--- src/hdl/derq_pkg.sv ---
// Shared types and constants for the double-ended ring queue.
package derq_pkg;

    localparam int ACTION_W   = 2;
    localparam int ITEM_W     = 32;
    localparam int COUNT_W    = 5;
    localparam int CFG_ADDR_W = 2;
    localparam int CFG_DATA_W = 5;
    localparam int IN_TDATA_W  = 40;
    localparam int OUT_TDATA_W = 40;

    typedef enum logic [ACTION_W-1:0] {
        ACT_SEND_BACK  = 2'd0,
        ACT_SEND_FRONT = 2'd1,
        ACT_OVERWRITE  = 2'd2,
        ACT_RECEIVE    = 2'd3
    } action_t;

    typedef enum logic [CFG_ADDR_W-1:0] {
        CFG_CAPACITY   = 2'd0,
        CFG_INIT_COUNT = 2'd1
    } cfg_reg_t;

    localparam logic [COUNT_W-1:0] CAPACITY_RST   = 5'd16;
    localparam logic [COUNT_W-1:0] INIT_COUNT_RST = 5'd0;

endpackage

--- src/hdl/double_ended_ring_queue.sv ---
// Double-ended ring queue: message queue / counting semaphore top level.
//
// Requests enter on the s_ stream (action + data word), one result per request
// leaves on the m_ stream (ok flag, word received, item count afterwards).
// When a request is taken, the indices, the count and one storage
// write are updated at the accepting edge, and a receive reads the ring at the
// same edge into a registered read port. The result goes through one holding
// stage and then the output register before it shows on m_. One request per
// cycle is sustained while m_tready is high; with the output stalled, one more
// request is still taken into the holding stage before s_tready drops.
// Reset (rst_n low) empties the pipeline, sets capacity 16, initial count 0,
// write index 0 and read index capacity minus one. A write to the capacity or
// initial-count register on the cfg_ port reinitializes indices and count the
// same way; ring contents are kept and are not cleared at reset. The count preset
// by initial_count must not be received from slots that were never written.
module double_ended_ring_queue
    import derq_pkg::*;
#(
    parameter int DEPTH      = 16,
    parameter int DATA_WIDTH = 32
) (
    input  logic                    clk,
    input  logic                    rst_n,
    // s_tdata: action[1:0], item_in[33:2], zero fill [39:34]
    input  logic                    s_tvalid,
    output logic                    s_tready,
    input  logic [IN_TDATA_W-1:0]   s_tdata,
    // m_tdata: ok[0], item_out[32:1], fill_count[37:33], zero fill [39:38]
    output logic                    m_tvalid,
    input  logic                    m_tready,
    output logic [OUT_TDATA_W-1:0]  m_tdata,
    input  logic                    cfg_wr_en,
    input  logic [CFG_ADDR_W-1:0]   cfg_addr,
    input  logic [CFG_DATA_W-1:0]   cfg_wdata
);

    localparam int SLOTS = (DEPTH < 31) ? DEPTH : 31;
    localparam int IDX_W = (SLOTS > 1) ? $clog2(SLOTS) : 1;

    logic [DATA_WIDTH-1:0] ring_mem [SLOTS];

    logic [COUNT_W-1:0]    capacity_reg, capacity_next;
    logic [COUNT_W-1:0]    init_count_reg, init_count_next;
    logic [IDX_W-1:0]      write_idx_reg, write_idx_next;
    logic [IDX_W-1:0]      read_idx_reg, read_idx_next;
    logic [COUNT_W-1:0]    count_reg, count_next;

    logic                  s1_valid_reg;
    logic                  s1_ok_reg, s1_ok_next;
    logic                  s1_rx_reg, s1_rx_next;
    logic [COUNT_W-1:0]    s1_count_reg;
    logic [DATA_WIDTH-1:0] rd_data_reg;

    logic                  out_valid_reg;
    logic                  out_ok_reg;
    logic [COUNT_W-1:0]    out_count_reg;
    logic [DATA_WIDTH-1:0] out_data_reg;

    logic                  accept, s1_move, cfg_hit;
    logic [COUNT_W-1:0]    cap_eff, cap_eff_new;
    logic                  full, empty;
    logic [IDX_W-1:0]      rd_up, rd_down, wr_up;
    logic                  mem_we, mem_re;
    logic [IDX_W-1:0]      mem_waddr;
    logic [DATA_WIDTH-1:0] item_in;
    action_t               action;

    function automatic logic [COUNT_W-1:0] eff_cap(input logic [COUNT_W-1:0] c);
        logic [COUNT_W-1:0] r;
        r = c;
        if (c == '0)
            r = COUNT_W'(1);
        else if (int'(c) > DEPTH)
            r = COUNT_W'(DEPTH);
        return r;
    endfunction

    assign action   = action_t'(s_tdata[ACTION_W-1:0]);
    assign item_in  = DATA_WIDTH'(s_tdata[ACTION_W+ITEM_W-1:ACTION_W]);

    assign s1_move  = s1_valid_reg && (!out_valid_reg || m_tready);
    assign s_tready = !s1_valid_reg || s1_move;
    assign accept   = s_tvalid && s_tready;

    assign cap_eff  = eff_cap(capacity_reg);
    assign full     = count_reg >= cap_eff;
    assign empty    = count_reg == '0;
    assign rd_up    = ((COUNT_W'(read_idx_reg) + COUNT_W'(1)) >= cap_eff) ? '0
                                                                         : read_idx_reg + 1'b1;
    assign wr_up    = ((COUNT_W'(write_idx_reg) + COUNT_W'(1)) >= cap_eff) ? '0
                                                                          : write_idx_reg + 1'b1;
    assign rd_down  = (read_idx_reg == '0) ? IDX_W'(cap_eff - COUNT_W'(1))
                                           : read_idx_reg - 1'b1;

    // configuration
    always_comb
    begin
        capacity_next   = capacity_reg;
        init_count_next = init_count_reg;
        cfg_hit         = 1'b0;
        if (cfg_wr_en)
        begin
            unique case (cfg_addr)
                CFG_CAPACITY:
                begin
                    capacity_next = cfg_wdata;
                    cfg_hit       = 1'b1;
                end
                CFG_INIT_COUNT:
                begin
                    init_count_next = cfg_wdata;
                    cfg_hit         = 1'b1;
                end
                default:
                begin
                    cfg_hit = 1'b0;
                end
            endcase
        end
    end

    assign cap_eff_new = eff_cap(capacity_next);

    // request decode
    always_comb
    begin
        write_idx_next = write_idx_reg;
        read_idx_next  = read_idx_reg;
        count_next     = count_reg;
        s1_ok_next     = 1'b0;
        s1_rx_next     = 1'b0;
        mem_we         = 1'b0;
        mem_re         = 1'b0;
        mem_waddr      = write_idx_reg;
        unique case (action)
            ACT_SEND_BACK:
            begin
                if (!full)
                begin
                    mem_we         = 1'b1;
                    write_idx_next = wr_up;
                    count_next     = count_reg + 1'b1;
                    s1_ok_next     = 1'b1;
                end
            end
            ACT_SEND_FRONT:
            begin
                if (!full)
                begin
                    mem_we        = 1'b1;
                    mem_waddr     = read_idx_reg;
                    read_idx_next = rd_down;
                    count_next    = count_reg + 1'b1;
                    s1_ok_next    = 1'b1;
                end
            end
            ACT_OVERWRITE:
            begin
                mem_we     = 1'b1;
                s1_ok_next = 1'b1;
                if (full)
                begin
                    mem_waddr = rd_up;  // replace front item in place
                end
                else
                begin
                    mem_waddr     = read_idx_reg;
                    read_idx_next = rd_down;
                    count_next    = count_reg + 1'b1;
                end
            end
            ACT_RECEIVE:
            begin
                if (!empty)
                begin
                    mem_re        = 1'b1;
                    read_idx_next = rd_up;
                    count_next    = count_reg - 1'b1;
                    s1_ok_next    = 1'b1;
                    s1_rx_next    = 1'b1;
                end
            end
            default:
            begin
                s1_ok_next = 1'b0;
            end
        endcase
    end

    // ring storage
    always_ff @(posedge clk)
    begin
        if (accept && mem_we)
            ring_mem[mem_waddr] <= item_in;
    end

    always_ff @(posedge clk)
    begin
        if (accept && mem_re)
            rd_data_reg <= ring_mem[rd_up];
    end

    // queue state
    always_ff @(posedge clk or negedge rst_n)
    begin
        if (!rst_n)
        begin
            capacity_reg   <= CAPACITY_RST;
            init_count_reg <= INIT_COUNT_RST;
            write_idx_reg  <= '0;
            read_idx_reg   <= IDX_W'(eff_cap(CAPACITY_RST) - COUNT_W'(1));
            count_reg      <= (INIT_COUNT_RST > eff_cap(CAPACITY_RST)) ?
                              eff_cap(CAPACITY_RST) : INIT_COUNT_RST;
        end
        else if (cfg_hit)
        begin
            capacity_reg   <= capacity_next;
            init_count_reg <= init_count_next;
            write_idx_reg  <= '0;
            read_idx_reg   <= IDX_W'(cap_eff_new - COUNT_W'(1));
            count_reg      <= (init_count_next > cap_eff_new) ? cap_eff_new : init_count_next;
        end
        else if (accept)
        begin
            write_idx_reg <= write_idx_next;
            read_idx_reg  <= read_idx_next;
            count_reg     <= count_next;
        end
    end

    // result pipeline
    always_ff @(posedge clk or negedge rst_n)
    begin
        if (!rst_n)
        begin
            s1_valid_reg  <= 1'b0;
            out_valid_reg <= 1'b0;
        end
        else
        begin
            if (accept)
                s1_valid_reg <= 1'b1;
            else if (s1_move)
                s1_valid_reg <= 1'b0;

            if (s1_move)
                out_valid_reg <= 1'b1;
            else if (m_tready)
                out_valid_reg <= 1'b0;
        end
    end

    always_ff @(posedge clk)
    begin
        if (accept)
        begin
            s1_ok_reg    <= s1_ok_next;
            s1_rx_reg    <= s1_rx_next;
            s1_count_reg <= count_next;
        end
        if (s1_move)
        begin
            out_ok_reg    <= s1_ok_reg;
            out_count_reg <= s1_count_reg;
            out_data_reg  <= s1_rx_reg ? rd_data_reg : '0;
        end
    end

    assign m_tvalid = out_valid_reg;
    assign m_tdata  = {2'b00, out_count_reg, ITEM_W'(out_data_reg), out_ok_reg};

endmodule

--- config.mk ---
export PLATFORM = sky130hd
export DESIGN_NAME = double_ended_ring_queue
export DESIGN_NICKNAME = d
export VERILOG_FILES = /design/src/hdl/derq_pkg.sv /design/src/hdl/double_ended_ring_queue.sv
export SDC_FILE = /design/constraint.sdc
export NUM_CORES = 1
export LEC_CHECK = 0
export ABC_AREA = 0
export BUFFER_PORTS_ARGS = -buffer_cell sky130_fd_sc_hd__buf_2
export CAP_MARGIN = 30
export CORE_ASPECT_RATIO = 0.6
export CORE_MARGIN = 1
export CORE_UTILIZATION = 40
export DETAILED_ROUTE_END_ITERATION = 10
export HOLD_SLACK_MARGIN = 0.12
export PLACE_DENSITY = 0.54
export RECOVER_POWER = 50
export SETUP_SLACK_MARGIN = 0.4
export SLEW_MARGIN = 20
export SYNTH_ARGS = -nofsm -noshare
export SYNTH_HDL_FRONTEND = slang
export SYNTH_SLANG_ARGS = --single-unit
--- constraint.sdc ---
create_clock -name clk -period 6.95 [get_ports clk]
set_input_delay 1.0425 -clock clk [delete_from_list [all_inputs] [get_ports clk]]
set_output_delay 1.0425 -clock clk [all_outputs]
set_load 0.02 [all_outputs]
==> results of run 1 <==
## how the worst max path moves through the flow
stage                     from               to
2_1_floorplan  read_idx_reg[1]  ring_mem[13][0]
3_5_place_dp   read_idx_reg[0]  ring_mem[4][29]
3_3_place_gp   read_idx_reg[0]  ring_mem[2][12]
5_1_grt        read_idx_reg[0]  ring_mem[4][24]
4_1_cts        read_idx_reg[0]  ring_mem[4][29]
6_report       read_idx_reg[0]  ring_mem[4][16]
## synth_stat cells, drive strengths merged (5+ instances only)
cell,n
edfxtp,589
nand2,150
o22ai,95
a21oi,85
clkbuf,80
o21ai,62
nor2,59
mux2,41
a211oi,40
a31oi,37
and2,36
o211ai,35
a22o,33
mux4,32
a2bb2oi,31
ha,31
inv,26
dfrtp,20
buf,19
nor4,16
mux2i,13
nor3,11
nand3,10
a21o,7
nor2b,7
nand2b,6
a211o,5
dfstp,5
xnor2,5
## kinds of logic after synthesis
kind of cell | Yosys count
other | 1
AOI/OAI and AO/OA | 457
DFF | 614
muxes | 86
adders and majority gates | 31
and+or+nand+nor | 307
buffers and inverters | 126
xor gates and xnor gates | 9
## critical path, stage by stage (launching register included)
cell and delay [ns]:
dfstp_4 0.88, clkinv_1 0.16, ha_1 0.43, ha_1 0.32, nand2_1 0.06, o21ai_1 0.72
a211oi_1 0.32, o21ai_0 0.30, a31oi_1 0.22, buf_2 0.26, nor4_2 0.25, buf_4 0.57
## per-layer routing
metal / share of wire [%] / global-route usage [%] / vias to the layer above
li1: - / - / 6652
met1: 48 / 31.2 / 7700
met2: 44 / 31.0 / 463
met3: 6.5 / 3.25 / 56
met4: 1.2 / 4.23 / 0
met5: 0 / 0 / -
## stage by stage
step | utilization (%) | hold slack, ns | setup slack [ns] | power [mW] | std cells
after CTS | 46.3 | 0.420 | 2.03 | 12.6 | 2597
after global placement | 43.5 | 0.404 | 2.10 | 9.55 | 2497
after detailed placement | 43.6 | 0.411 | 2.03 | 9.65 | 2501
after floorplan | - | 0.400 | 0.0887 | 7.83 | 1632
final | 46.2 | 0.423 | 2.04 | 12.5 | 2599
after global routing | 46.2 | 0.428 | 1.70 | 13.1 | 2598
## cells in the final DEF (no fill, tap or decap), types with 5 or more instances in the layout
cell type,Yosys,layout
nand3_1,10,10
a2bb2oi_1,31,31
a21o_1,7,7
nand2_1,150,150
clkinv_2,0,11
and2_1,36,14
clkinv_1,1,9
buf_4,3,49
o21ai_0,58,56
o211ai_1,35,35
nor4_2,0,13
a31oi_1,37,36
mux2i_1,13,12
edfxtp_1,589,589
inv_1,26,25
dfrtp_1,20,20
clkbuf_1,80,54
nand2b_1,6,6
mux2_2,41,38
a211o_1,5,5
mux4_2,32,32
a21oi_1,84,83
clkbuf_16,0,55
and2_0,0,20
buf_2,11,49
a211oi_1,40,40
nor2b_1,7,7
o22ai_1,95,95
ha_1,31,31
a22o_1,33,33
nor3_1,11,10
nor2_1,58,57
## final cells by class
cell class                 instances  area (um^2)
sequential                       614        18300
antenna                            2         5.00
timing repair buffer             140          811
inverter                          27          101
tap                              828         1040
clock buffer                      70         1440
fill                            5343        33000
multi-input combinational        892         6450
clock inverter                    26          219
## report_power, final
group	switching, mW	internal (mW)	leakage [nW]
logic	3.27	1.76	2.75
registers	0.141	4.41	5.64
clock network	1.32	1.58	0.814
==> metrics.txt, run 1 <==
flip-flop count of the largest register, all copies and words added=512; static power due to leakage=between 9 and 10 nW; clock tree from TritonCTS=built; slew of the pin with the lowest slew margin=between 2 and 3 ns; net total in the final layout=roughly 1.8k; layout-stage area growth over the synthesis result=13.4%; Post-Synth XOR/XNOR Area=less than 1%; total wire length=65300 um; total CTS buffers=54; register bit count reported by yosys=just over 600; tightest slew margin relative to the limit=-83.0%; post-route minimum period=between 4 and 5 ns; HPWL Detailed=36400 um; synthesized-area fraction occupied by ao, oa, aoi and oai cells=12.1%; Iter 0 DRT Violations=about 1.6k; setup repair after global routing missed its margin=no; share of synthesized registers carrying an async set or reset=4.07%; r2r startpoint=read_idx_reg[0]; Critical Path Fanout Max=32; CP startpoint kind=register; Avg Vias per Cell=5.72; number of antenna-violating nets in the routed design=0; final hold violation count=0; end of the worst register-to-register path=ring_mem[4][16]; count of pins over their slew limit=39; number of placed I/O pins=94; wire length of the first global-routing pass=~96000 um; terminating pin of the worst hold path=out_count_reg[1]; arrival time at the worst endpoint=slightly above 5 ns; sequential-to-total area share from yosys stat=between 70% and 80%; violations in the final reports=capacitance limit, slew limit; fraction of layout cells with a size suffix above 1=around 16%; Clock Tree Buf Depth=3; remaining routing DRC violations=0; leading post-synthesis cells by cell area=edfxtp_1, mux4_2, o22ai_1; root cell of the clock tree=clkbuf_16; r2r worst-path depth=11; cell depth of the worst hold path=0; minimum setup slack among reg-to-reg paths=2.04 ns; Detailed Routing Iterations Pass 1=5; Die Area=around 64000 um^2; maximum resistive drop on vdd=around 0.45 mV; via count of the first global-routing pass=approximately 14k; antenna violations before repair=2; Yosys top cell area share=70.6%; area post-placement=roughly 27000 um^2; vertical die dimension=between 150 and 200 um; clock latency on the worst-skew pair=between 0.6 and 0.7 ns; combinational family with the most area after synthesis=compound AO/OA/AOI/OAI gates; Setup TNS Final=0 ns; total clock sinks=614; post-DR wirelength/cell=approximately 25 um; Synth Area in Simple Gates=between 5 and 6%; Main synth FF type=edfxtp_1; area leader, netlist=edfxtp_1; mean instance size in the synthesized netlist=~15 um^2; initial standard-cell utilization of the core=between 40% and 50%; H-tree depth=2; width of the chip=325 um; min-delay src=s1_count_reg[1]; required time of the worst setup path=7.20 ns; number of enable-type register cells in the synthesized netlist=589; count of buffers inserted at the top-level ports=85; pin count of the biggest net entering global routing=97; worst hold path type=reg2reg; RePlAce Congestion=approximately 0.80; Post-Synth Adder-Cell Area=under 10%; total power density per cell area=~440 nW/um^2; result of the run=complete, but fails checks; Mapped Cells=1631; Worst Setup End Kind=register; post-synth cell types=64; number of vias in the routed layout=14.9k; yosys warns=0; grt total ovfl=0; WS Path Type=reg2reg; cell area after synthesis=25000 um^2; clock input transition at the sequential cells of the worst setup and hold paths=0.06 ns; area of all placed cells without fillers=28400 um^2; ratio of final minimum period to clock period=a little over two thirds; GRT Util Overall=about a fifth; final setup vio count=0; Post-CTS Setup Inserts=0; Maximum Capacitance Violations=1; number of hold-repair buffers added at the cts stage=0; mux share of post-synthesis cell area=5.24%; worst setup skew after layout=approximately 0.021 ns; row count=70; Max Clk Rate=approximately 200 MHz; total of cells resized after clock tree synthesis=0; core box area=roughly 61000 um^2
(Power assumes the default switching activity.)
==> run 2, diff against run 1 <==
Settings changed: ABC_AREA 0 to 1.
Clock period 6.95 ns to 4.3 ns, I/O delays scaled along.
==> run 2 against run 1 <==
Highest routed layer is now met5. Maximum frequency rose by 35%. Clock power increased by 74%. Largest cell class unchanged. Die area grew 2.8%. The run still ends with capacitance limit, slew limit left. Count of clock-buffer cells in the layout is 2 higher. Final area is 2.9% higher. Wire length is 1.9% lower.
==> metrics.txt, run 2 <==
setup repair after global routing missed its margin=no; Iter 0 DRT Violations=between 1k and 1.5k; count of pins over their slew limit=26; fraction of layout cells with a size suffix above 1=12.6%; arrival time at the worst endpoint=3.94 ns; sequential-to-total area share from yosys stat=between 70 and 80%; remaining routing DRC violations=0; most common library cell in the layout ignoring fill and taps=edfxtp_1; RePlAce Congestion=slightly below 0.8; share of synthesized registers carrying an async set or reset=around 4%; total wire length=about 64000 um; layout-stage area growth over the synthesis result=13.4%; Critical Path Fanout Max=13; Die Area=65400 um^2; final setup vio count=0; static power due to leakage=approximately 11 nW; Main synth FF type=edfxtp_1; number of enable-type register cells in the synthesized netlist=approximately 590; clock network fraction of design power=between 20% and 30%; clock latency on the worst-skew pair=0.63 ns; worst setup skew after layout=about 0.015 ns; most repeated cell in the gate-level netlist after synthesis=edfxtp_1; final hold violation count=0; register bit count reported by yosys=614; final hold slack=roughly 0.28 ns; net total in the final layout=2261; via count of the first global-routing pass=~15k; number of antenna-violating nets in the routed design=0; count of buffers inserted at the top-level ports=85; antenna violations before repair=4; tightest slew margin relative to the limit=-1.94%; Worst Setup End Kind=register; pin count of the biggest net entering global routing=~180; worst hold path type=in2reg; Psw=8.54 mW; Clock Tree Buf Depth=3; total CTS buffers=57; vertical die dimension=199 um; H-tree depth=2; root cell of the clock tree=clkbuf_16; number of placed I/O pins=between 90 and 100; slew of the pin with the lowest slew margin=approximately 1.5 ns; clock tree from TritonCTS=built; grt total ovfl=0; Detailed Routing Iterations Pass 1=5; Yosys top cell area share=between 60 and 70%; cell with the largest stage delay on the worst path=dfstp_2; Sw Share=between 40% and 50%; area leader, netlist=edfxtp_1; max incr delay on CP=roughly 0.60 ns; row count=71; sequential group share of total power=a little over a third; Avg Vias per Cell=~5.2; clock input transition at the sequential cells of the worst setup and hold paths=0.06 ns; yosys warns=0; violations in the final reports=capacitance limit, slew limit; total clock sinks=a little over 600; GRT Util Overall=approximately a fifth; area post-placement=~27000 um^2; total power density per cell area=roughly 730 nW/um^2; number of vias in the routed layout=around 16k; Max Clk Rate=around 270 MHz; area of all placed cells without fillers=between 20000 and 30000 um^2; leading post-synthesis cells by cell area=edfxtp_1, o211ai_1, nand2_1; utilization after layout=approximately 46%; flip-flop count of the largest register, all copies and words added=just over 500; WS Path Type=reg2reg; post-route minimum period=3.64 ns; maximum resistive drop on vdd=about 1.1 mV; most common cell type on the critical path=nand2_1; Mapped Cells=around 2.1k; wire length of the first global-routing pass=approximately 97000 um; mean instance size in the synthesized netlist=approximately 12 um^2; crit-path cells=ha_1, xor2_2, ha_1, nand2_1, a21oi_1, nor2b_2, nand3_2, nand2_1, nand3_1, nand2_1, nand2_1, nand2_1, nand3_1, nor2_4, buf_4; Setup TNS Final=0 ns; top cells by count, synth=edfxtp_1, nand2_1, nand3_1; Internal Dissipation=around 13 mW; initial standard-cell utilization of the core=approximately 40%; result of the run=complete, but fails checks; cell area after synthesis=around 26000 um^2; count of placed standard cells including taps=2954; HPWL Detailed=34800 um; combinational group share of total power=41.7%; post-synth cell types=37; core box area=63200 um^2; commonest cells after routing, fill and taps aside=edfxtp_1, nand2_1, nand3_1; required time of the worst setup path=~4.6 ns; ratio of final minimum period to clock period=a little over four fifths; Maximum Capacitance Violations=1; width of the chip=between 300 and 400 um; CP startpoint kind=register; number of standard cells in the final layout excluding fillers=3065; post-DR wirelength/cell=approximately 21 um
==> run 2: cell count changes in the layout (fill, tap and decap cells not counted), sizes merged, moves of 40 or more <==
cell	previous run	this run
nand3	10	231
inv	28	217
o211ai	35	197
nand2	150	308
nor2	59	166
o22ai	95	0
a21oi	85	17
or2	1	65
o21ai	62	103
a211oi	40	0
==> run 2: through the flow <==
stage | worst slack (ns) | power (mW)
5_1_grt | 0.416 | 22.8
4_1_cts | 0.468 | 21.5
6_report | 0.658 | 21.3
3_5_place_dp | 0.464 | 16.4
3_3_place_gp | 0.480 | 16.3
2_1_floorplan | 0.0384 | 13.8
==> run 2: path summary, 6_finish.rpt <==
path | start | to | slack, ns | cells after the start
setup / recovery | read_idx_reg[0] | ring_mem[13][6] | 0.66 | 15
hold / removal | m_tready | m_tvalid | 0.28 | 4
setup reg to reg | read_idx_reg[0] | ring_mem[13][6] | 0.66 | 15
hold reg to reg | s1_count_reg[0] | out_count_reg[0] | 0.42 | 0
max in group asynchronous | rst_n | write_idx_reg[1] | 2.48 | 2
min in group asynchronous | rst_n | init_count_reg[3] | 0.92 | 2
==> run 2: final cells by class <==
cell class | instances | area, um^2
fill | 5675 | 34000
sequential | 614 | 18300
multi-input combinational | 1145 | 6210
clock buffer | 72 | 1500
tap | 839 | 1050
timing repair buffer | 143 | 977
inverter | 217 | 817
clock inverter | 33 | 322
antenna | 2 | 5.00
==> run 2: timing repair <==
item / in CTS / in global routing
hold buffers: 1 / 0
gates resized for setup: 0 / 9
buffers inserted: 0 / 2
endpoints found under the setup margin: 0 / 467
hold endpoints to repair: 20 / 0
==> run 2: routing by layer <==
layer  global-route usage, %  up-vias  share of wire [%]
li1                        -     7607                  -
met1                    30.9     7826                 49
met2                    28.8      442                 43
met3                    3.26       65                6.4
met4                    4.66        4                1.5
met5                       0        -              0.034
==> run 2: logic make-up (layout without fill, tap and decap cells) <==
kind of cell	count (synthesis)	count (layout)	share of synthesized area, %
multiplexers	2	2	0.0874
adder cells (fa/ha/maj)	31	31	1.51
AO/OA/AOI/OAI	324	324	8.30
flip-flops	614	614	71.1
other	1	4	0.0146
AND/OR/NAND/NOR	777	777	13.2
buffers and inverters	332	465	5.43
XOR/XNOR	9	9	0.335
==> run 2: power by group through the flow <==
stage	logic [mW]	registers (mW)	clock network (mW)
floorplan	6.27	7.53	0
global placement	8.77	7.52	0
detailed placement	8.87	7.52	0
CTS	8.90	7.40	5.19
global route	9.98	7.43	5.41
finish	8.89	7.40	5.05
==> run 2: worst max-delay path, delay by kind of cell (launching register included) <==
kind,cells,cell delay (ns)
AND/OR/NAND/NOR,10,1.55
XOR/XNOR,1,0.23
buffers and inverters,1,0.34
AO/OA/AOI/OAI,1,0.07
flip-flops,1,0.60
adder cells (fa/ha/maj),2,0.51
